==> config.mk <==
export PLATFORM = sky130hd
export DESIGN_NAME = swac_ram
export DESIGN_NICKNAME = d
export VERILOG_FILES = /design/src/rtl/core/swac_ram.sv
export SDC_FILE = /design/constraint.sdc
export NUM_CORES = 1
export LEC_CHECK = 0
export ABC_CLOCK_PERIOD_IN_PS = 3600
export BUFFER_PORTS_ARGS = -buffer_cell sky130_fd_sc_hd__buf_4
export CAP_MARGIN = 20
export CORE_MARGIN = 2
export CORE_UTILIZATION = 60
export CTS_CLUSTER_SIZE = 16
export DETAILED_ROUTE_END_ITERATION = 10
export PLACE_DENSITY = 0.78
export SKIP_LAST_GASP = 1
export SYNTH_ARGS = -nofsm -noshare
export SYNTH_HDL_FRONTEND = slang
export SYNTH_SLANG_ARGS = --single-unit
==> constraint.sdc <==
create_clock -name clk -period 3.6 [get_ports clk]
set_input_delay 0.36 -clock clk [delete_from_list [all_inputs] [get_ports clk]]
set_output_delay 0.36 -clock clk [all_outputs]
set_load 0.005 [all_outputs]
==> src/rtl/core/swac_ram.sv <==
// swac_ram: generic single-write, single-read RAM with registered read data
// read-first when both ports hit the same entry; no dependencies
`timescale 1ns / 1ps

module swac_ram #(
  parameter int WIDTH = 8,
  parameter int DEPTH = 16,
  localparam int AW   = (DEPTH > 1) ? $clog2(DEPTH) : 1
) (
  input  logic             clk,
  input  logic             wr_en,
  input  logic [AW-1:0]    wr_addr,
  input  logic [WIDTH-1:0] wr_data,
  input  logic [AW-1:0]    rd_addr,
  output logic [WIDTH-1:0] rd_data
);

  logic [WIDTH-1:0] mem [DEPTH];

  always_ff @(posedge clk) begin
    if (wr_en) begin
      mem[wr_addr] <= wr_data;
    end
    rd_data <= mem[rd_addr];
  end

endmodule

==> impl_metrics.ini, run 1 <==
[synthesis]
yosysSeqAreaShare_pct = 77.8
syn_inst = 229
synth_top_area_share_pct = 74.7
synth_nets = 247
synth_area_leader_cell = sky130_fd_sc_hd__edfxtp_1
ys_top_cells_by_area = sky130_fd_sc_hd__edfxtp_1, sky130_fd_sc_hd__mux4_2, sky130_fd_sc_hd__mux4_1
yosysUniqueCellTypes = 19
ys_seq_elements = 136
netlist_area_before_placement_mm2 = 0.00515
synth.yosys.warnings = 0
synthesis.area_per_instance_um2 = 22.5

[placement]
port_buffers = 25
placed_cells = 351
post-dp-hpwl_mm = 5.64
finalWeightedCongestion = 0.745
place_area_mm2 = 0.00541

[detailed_routing]
totalWireLength_mm = 9.91
route.antenna.remaining_nets = 0
detail_route.vias_per_cell = 6.49
drt_first_iter_violations = 281
drt_drc_violations_left = 0
via_total_after_detailed_routing = 2487
detail_route.wl_per_cell_um = 25.9
drt_pre_antenna_iters = 5

[hold_path]
hold_class = in2reg
hold_path_end = mem[4][1]
hp-start = wr_data[1]
min_delay_path_depth = 1

[grt]
pin_count_of_the_biggest_net_entering_global_routing = 33
initial_antenna_violation_count = 0
remaining_global_route_overflow = 0
grt_pass1_wl_mm = 15.5
first_global_vias = 2657
global_route.usage.total_pct = 23.2

[floorplanning]
floorplan.rows = 33
floorplan.initialDensity_pct = 62.3
floorplan.die_area_mm2 = 0.00934
io_pins = 26
fp.coreArea_mm2 = 0.00826
die-height_um = 96.6
floorplan.die.width_um = 96.6

[cells_and_area]
finalCoreUtilization_pct = 73.1
num-nets-final = 283
final_layout_size_suffix_gt1_share_pct = 28.1
fill_cells = 465
fin_cells = 383
final_design_area_no_fill_mm2 = 0.00604
antenna-diode-count = 0
area.growth.synth_to_final_pct = 17.3

[timing]
timing.clock.skew_ns = 0.00586
slew_violations = 0
grt_setup_unrepaired = false
worst-slew-pin-transition_ns = 0.978
finalCritPeriodShare_pct = 44.5
totalNegativeSetupSlack_ns = 0
clock.fmax_ghz = 0.624
max_slew_margin_pct = 34.5
timing.final.setup_violations = 0
final.min_clock_period_ns = 1.60
timing.final.hold_violations = 0

[worst_setup_path]
r2r-end = rd_data[7]
required_ns = 3.73
worst_setup_path_class = in2reg
r2r_slack_ns = 2.17
start_kind = input port
r2r_start = mem[3][7]
worst_setup_path_end_kind = register
worstPathMaxFanout = 8
worstPathArrival_ns = 1.74
r2r_cells = 3

[cts]
cts-root-buf = sky130_fd_sc_hd__clkbuf_8
cts_buffers = 17
tritoncts = yes
cts.htree.levels = 4
cts.sink_count = 136
cts.repair_timing.setup_buffer_count = 0
clock_latency_ns = 0.51
cts-resized-gates = 0
clk_pin_slew_worst_setup_hold_paths_ns = 0.06
holdBufCountCts = 0
cts.path.max_buffers = 2

[power]
power.density_cell_area_mw_per_mm2 = 626
vdd_drop_max_mv = 0.380
cellLeakagePower_uw = 0.00203

[run_status]
run_status = completed

[job]
max_cap_violations = 0
[layout make-up]
class	count	area (µm²)	share of cell area [%]
repair buffers	27	203	3.36
multi-input cells	83	1070	17.7
well taps	105	131	2.18
flip-flops and latches	136	4000	66.3
clock inverters	13	201	3.34
clock buffers	19	432	7.15
[where the power goes]
| part | total (µW) | leakage, µW | switching [µW] | internal [µW] |
|---|---|---|---|---|
| registers | 1780 | 0.00122 | 12.5 | 1770 |
| clock network | 1830 | 0.000305 | 625 | 1210 |
| logic | 165 | 0.000504 | 91.3 | 73.8 |
| total | 3780 | 0.00203 | 729 | 3050 |
[cells in the final DEF (no fill, tap or decap), drive strengths merged]
master,instances
a22oi,16
and2,1
and2b,1
buf,27
bufinv,5
clkbuf,19
clkinv,6
clkinvlp,2
dfxtp,8
edfxtp,128
mux4,32
nand2,9
nand2b,2
nand3,1
nand3b,2
nor2,13
nor2b,1
nor3,4
or3b,1
[cells by family (layout without fill, tap and decap cells)]
family,after synthesis,count (layout),synth area share [%]
DFF,136,136,77.8
muxes,32,32,15.0
and+or+nand+nor,35,35,3.18
AOI/OAI and AO/OA,16,16,2.33
buffers and inverters,10,59,1.68
[cells in the mapped netlist]
| master | instances |
|---|---|
| sky130_fd_sc_hd__a22oi_1 | 16 |
| sky130_fd_sc_hd__and2_1 | 1 |
| sky130_fd_sc_hd__and2b_1 | 1 |
| sky130_fd_sc_hd__buf_2 | 3 |
| sky130_fd_sc_hd__buf_4 | 1 |
| sky130_fd_sc_hd__buf_6 | 3 |
| sky130_fd_sc_hd__clkdlybuf4s25_2 | 3 |
| sky130_fd_sc_hd__dfxtp_1 | 8 |
| sky130_fd_sc_hd__edfxtp_1 | 128 |
| sky130_fd_sc_hd__mux4_1 | 14 |
| sky130_fd_sc_hd__mux4_2 | 18 |
| sky130_fd_sc_hd__nand2_1 | 9 |
| sky130_fd_sc_hd__nand2b_1 | 2 |
| sky130_fd_sc_hd__nand3_1 | 1 |
| sky130_fd_sc_hd__nand3b_1 | 2 |
| sky130_fd_sc_hd__nor2_1 | 13 |
| sky130_fd_sc_hd__nor2b_1 | 1 |
| sky130_fd_sc_hd__nor3_1 | 4 |
| sky130_fd_sc_hd__or3b_2 | 1 |
[registers in the layout, summed over array words and instances (netlist names)]
register  count
mem         128
rd_data       8
[per-stage QoR]
step	total power, µW	worst slack [ns]	hold slack, ns
floorplan	1900	1.75	0.459
global placement	1970	1.32	0.645
detailed placement	1980	1.56	0.658
CTS	3790	2.04	0.126
global route	3880	2.00	0.142
finish	3780	2.00	0.146
[worst max-delay path by stage]
stage                     slack (ns)  cells past startpoint    endpoint        from
final                           2.00                      3   mem[2][5]  wr_addr[2]
after global routing            2.00                      4  rd_data[2]  rd_addr[0]
after CTS                       2.04                      3   mem[2][6]  wr_addr[2]
after detailed placement        1.56                      3   mem[2][3]  wr_addr[2]
after global placement          1.32                      3   mem[8][3]  wr_addr[2]
after floorplan                 1.75                      2   mem[0][0]  wr_addr[2]
[metal layers]
metal / GRT usage [%] / wire (µm) / up-vias
met5: 0 / 0 / -
met4: 10.6 / 248 / 0
met3: 6.50 / 726 / 27
met2: 35.7 / 4940 / 161
met1: 31.5 / 3990 / 1254
li1: - / - / 1045
[critical path, cell delays in order]
cell	delay (ns)
sky130_fd_sc_hd__buf_4	0.12
sky130_fd_sc_hd__or3b_2	0.52
sky130_fd_sc_hd__nor2_1	0.73
Note: power is estimated with default switching activity, not from simulation.
==> run 2: changes to the inputs <==
--- a/config.mk
+++ b/config.mk
@@ -5,14 +5,14 @@
 export SDC_FILE = /design/constraint.sdc
 export NUM_CORES = 1
 export LEC_CHECK = 0
-export ABC_CLOCK_PERIOD_IN_PS = 3600
+export ABC_CLOCK_PERIOD_IN_PS = 1350
 export BUFFER_PORTS_ARGS = -buffer_cell sky130_fd_sc_hd__buf_4
 export CAP_MARGIN = 20
 export CORE_MARGIN = 2
-export CORE_UTILIZATION = 60
+export CORE_UTILIZATION = 54
 export CTS_CLUSTER_SIZE = 16
 export DETAILED_ROUTE_END_ITERATION = 10
-export PLACE_DENSITY = 0.78
+export PLACE_DENSITY = 0.74
 export SKIP_LAST_GASP = 1
 export SYNTH_ARGS = -nofsm -noshare
 export SYNTH_HDL_FRONTEND = slang
==> constraint.sdc (replaced) <==
create_clock -name clk -period 1.35 [get_ports clk]
set_input_delay 0.135 -clock clk [delete_from_list [all_inputs] [get_ports clk]]
set_output_delay 0.135 -clock clk [all_outputs]
set_load 0.005 [all_outputs]
==> impl_metrics.ini, run 2 (synthesis results as in run 1) <==
[run_status]
run_status = completed

[worst_setup_path]
required_ns = 1.75
critPathMaxStageDelay_ns = 0.48
path_cells = mux4_2 > a22oi_1 > nand2_1
worst_setup_path_end_kind = register
worstPathMaxFanout = 1
slowest_stage = sky130_fd_sc_hd__mux4_2
r2r_slack_ns = 0.05
start_kind = register
worstPathArrival_ns = 1.70
worst_setup_path_class = reg2reg

[cells_and_area]
final_layout_size_suffix_gt1_share_pct = 36.5
final_cell_mix = sky130_fd_sc_hd__edfxtp_1, sky130_fd_sc_hd__buf_4, sky130_fd_sc_hd__mux4_2
largest_register_ff_count = 128
num-nets-final = 315
antenna-diode-count = 0
final_design_area_no_fill_mm2 = 0.00632
area.growth.synth_to_final_pct = 22.7
most_frequent_standard_cell_in_the_layout_excluding_fill_and_tap_cells = sky130_fd_sc_hd__edfxtp_1
layout_top_registers = mem (128), rd_data (8)
regMostFlops = mem

[grt]
grt_pass1_wl_mm = 14.6
first_global_vias = 2491
global_route.usage.total_pct = 20.7
pin_count_of_the_biggest_net_entering_global_routing = 24
initial_antenna_violation_count = 0
remaining_global_route_overflow = 0

[floorplanning]
floorplan.rows = 35
die-height_um = 102
floorplan.die_area_mm2 = 0.0103
io_pins = 26
floorplan.initialDensity_pct = 55.7
floorplan.die.width_um = 102
fp.coreArea_mm2 = 0.00924

[detailed_routing]
drt_pre_antenna_iters = 4
drt_drc_violations_left = 0
via_total_after_detailed_routing = 2536
drt_first_iter_violations = 205
detail_route.vias_per_cell = 5.78
detail_route.wl_per_cell_um = 22.3
route.antenna.remaining_nets = 0
totalWireLength_mm = 9.80

[cts]
cts-root-buf = sky130_fd_sc_hd__clkbuf_8
cts.repair_timing.setup_buffer_count = 0
cts.sink_count = 136
cts.path.max_buffers = 2
clk_pin_slew_worst_setup_hold_paths_ns = 0.06
cts.htree.levels = 4
tritoncts = yes
cts_buffers = 17
clock_latency_ns = 0.52

[placement]
post-dp-hpwl_mm = 5.91
port_buffers = 25
place_area_mm2 = 0.00569
finalWeightedCongestion = 0.763

[job]
max_cap_violations = 0

[timing]
finalCritPeriodShare_pct = 96.7
worst-slew-pin-transition_ns = 0.825
final.min_clock_period_ns = 1.30
timing.final.hold_violations = 0
slew_violations = 0
fin_worst_hold_slack_ns = 0.134
grt_setup_unrepaired = true
clock.fmax_ghz = 0.766
timing.final.setup_violations = 0
max_slew_margin_pct = 44.9
timing.clock.skew_ns = 0.00857

[power]
power.density_cell_area_mw_per_mm2 = 1480
vdd_drop_max_mv = 1.10
cellLeakagePower_uw = 0.00215

[hold_path]
hold_class = in2reg
run 2: cell types whose count changed in the layout (fill, tap and decap cells not counted), sizes merged:
| cell | previous run | this run |
|---|---|---|
| buf | 27 | 51 |
| clkinvlp | 2 | 4 |
| bufinv | 5 | 0 |
| dlygate4sd3 | 0 | 8 |
| clkbuf | 19 | 17 |
| inv | 0 | 5 |
run 2: repair_timing:
action | in CTS | in global routing
pin swaps | 0 | 2
setup endpoints to repair | 3 | 7
gates resized for setup | 3 | 7
hold buffers | 8 | 0
hold endpoints to repair | 128 | 0
run 2: where the power goes:
part	switching, µW	internal [µW]	total (µW)	leakage, µW
Sequential	31.0	4720	4750	0.00122
Combinational	261	269	530	0.000673
Clock	1800	2290	4090	0.000253
Total	2090	7280	9370	0.00215
run 2: area by class of cell:
| type | count | area (µm²) |
|---|---|---|
| Clock inverter | 15 | 121 |
| Clock buffer | 17 | 414 |
| Timing Repair Buffer | 59 | 538 |
| Sequential cell | 136 | 4000 |
| Fill cell | 556 | 2920 |
| Tap cell | 129 | 161 |
| Multi-Input combinational cell | 83 | 1080 |
run 2: final timing paths:
path,from,to,cells after the start
worst max-delay path,mem[0][4],rd_data[4],3
worst min register to register,mem[15][5],rd_data[5],3
worst max register to register,mem[0][4],rd_data[4],3
worst min-delay path,wr_addr[0],mem[0][6],3
run 2: metal layers:
metal	vias to the layer above	track usage [%]	routed length, µm
met5	-	0	0
met4	0	7.69	232
met3	14	6.83	674
met2	104	31.6	4830
met1	1310	28.4	4060
li1	1108	-	-
run 2: stage by stage:
step           setup slack (ns)  utilization, %  total power, µW  TNS (ns)  instances
4_1_cts                  0.0134            68.4             9390         0        439
3_3_place_gp             -0.206            61.5             5320     -2.25        399
6_report                 0.0452            68.4             9370         0        439
2_1_floorplan           -0.0511               -             5070     -1.50        229
3_5_place_dp             -0.201            61.5             5340     -3.05        399
5_1_grt                 -0.0327            68.4             9630   -0.0494        439
run 2: worst max-delay path: cells and delay by family (launching register included):
| family | cells | cell delay (ns) |
|---|---|---|
| multiplexers | 1 | 0.48 |
| flip-flops | 1 | 0.39 |
| AO/OA/AOI/OAI | 1 | 0.22 |
| AND/OR/NAND/NOR | 1 | 0.10 |
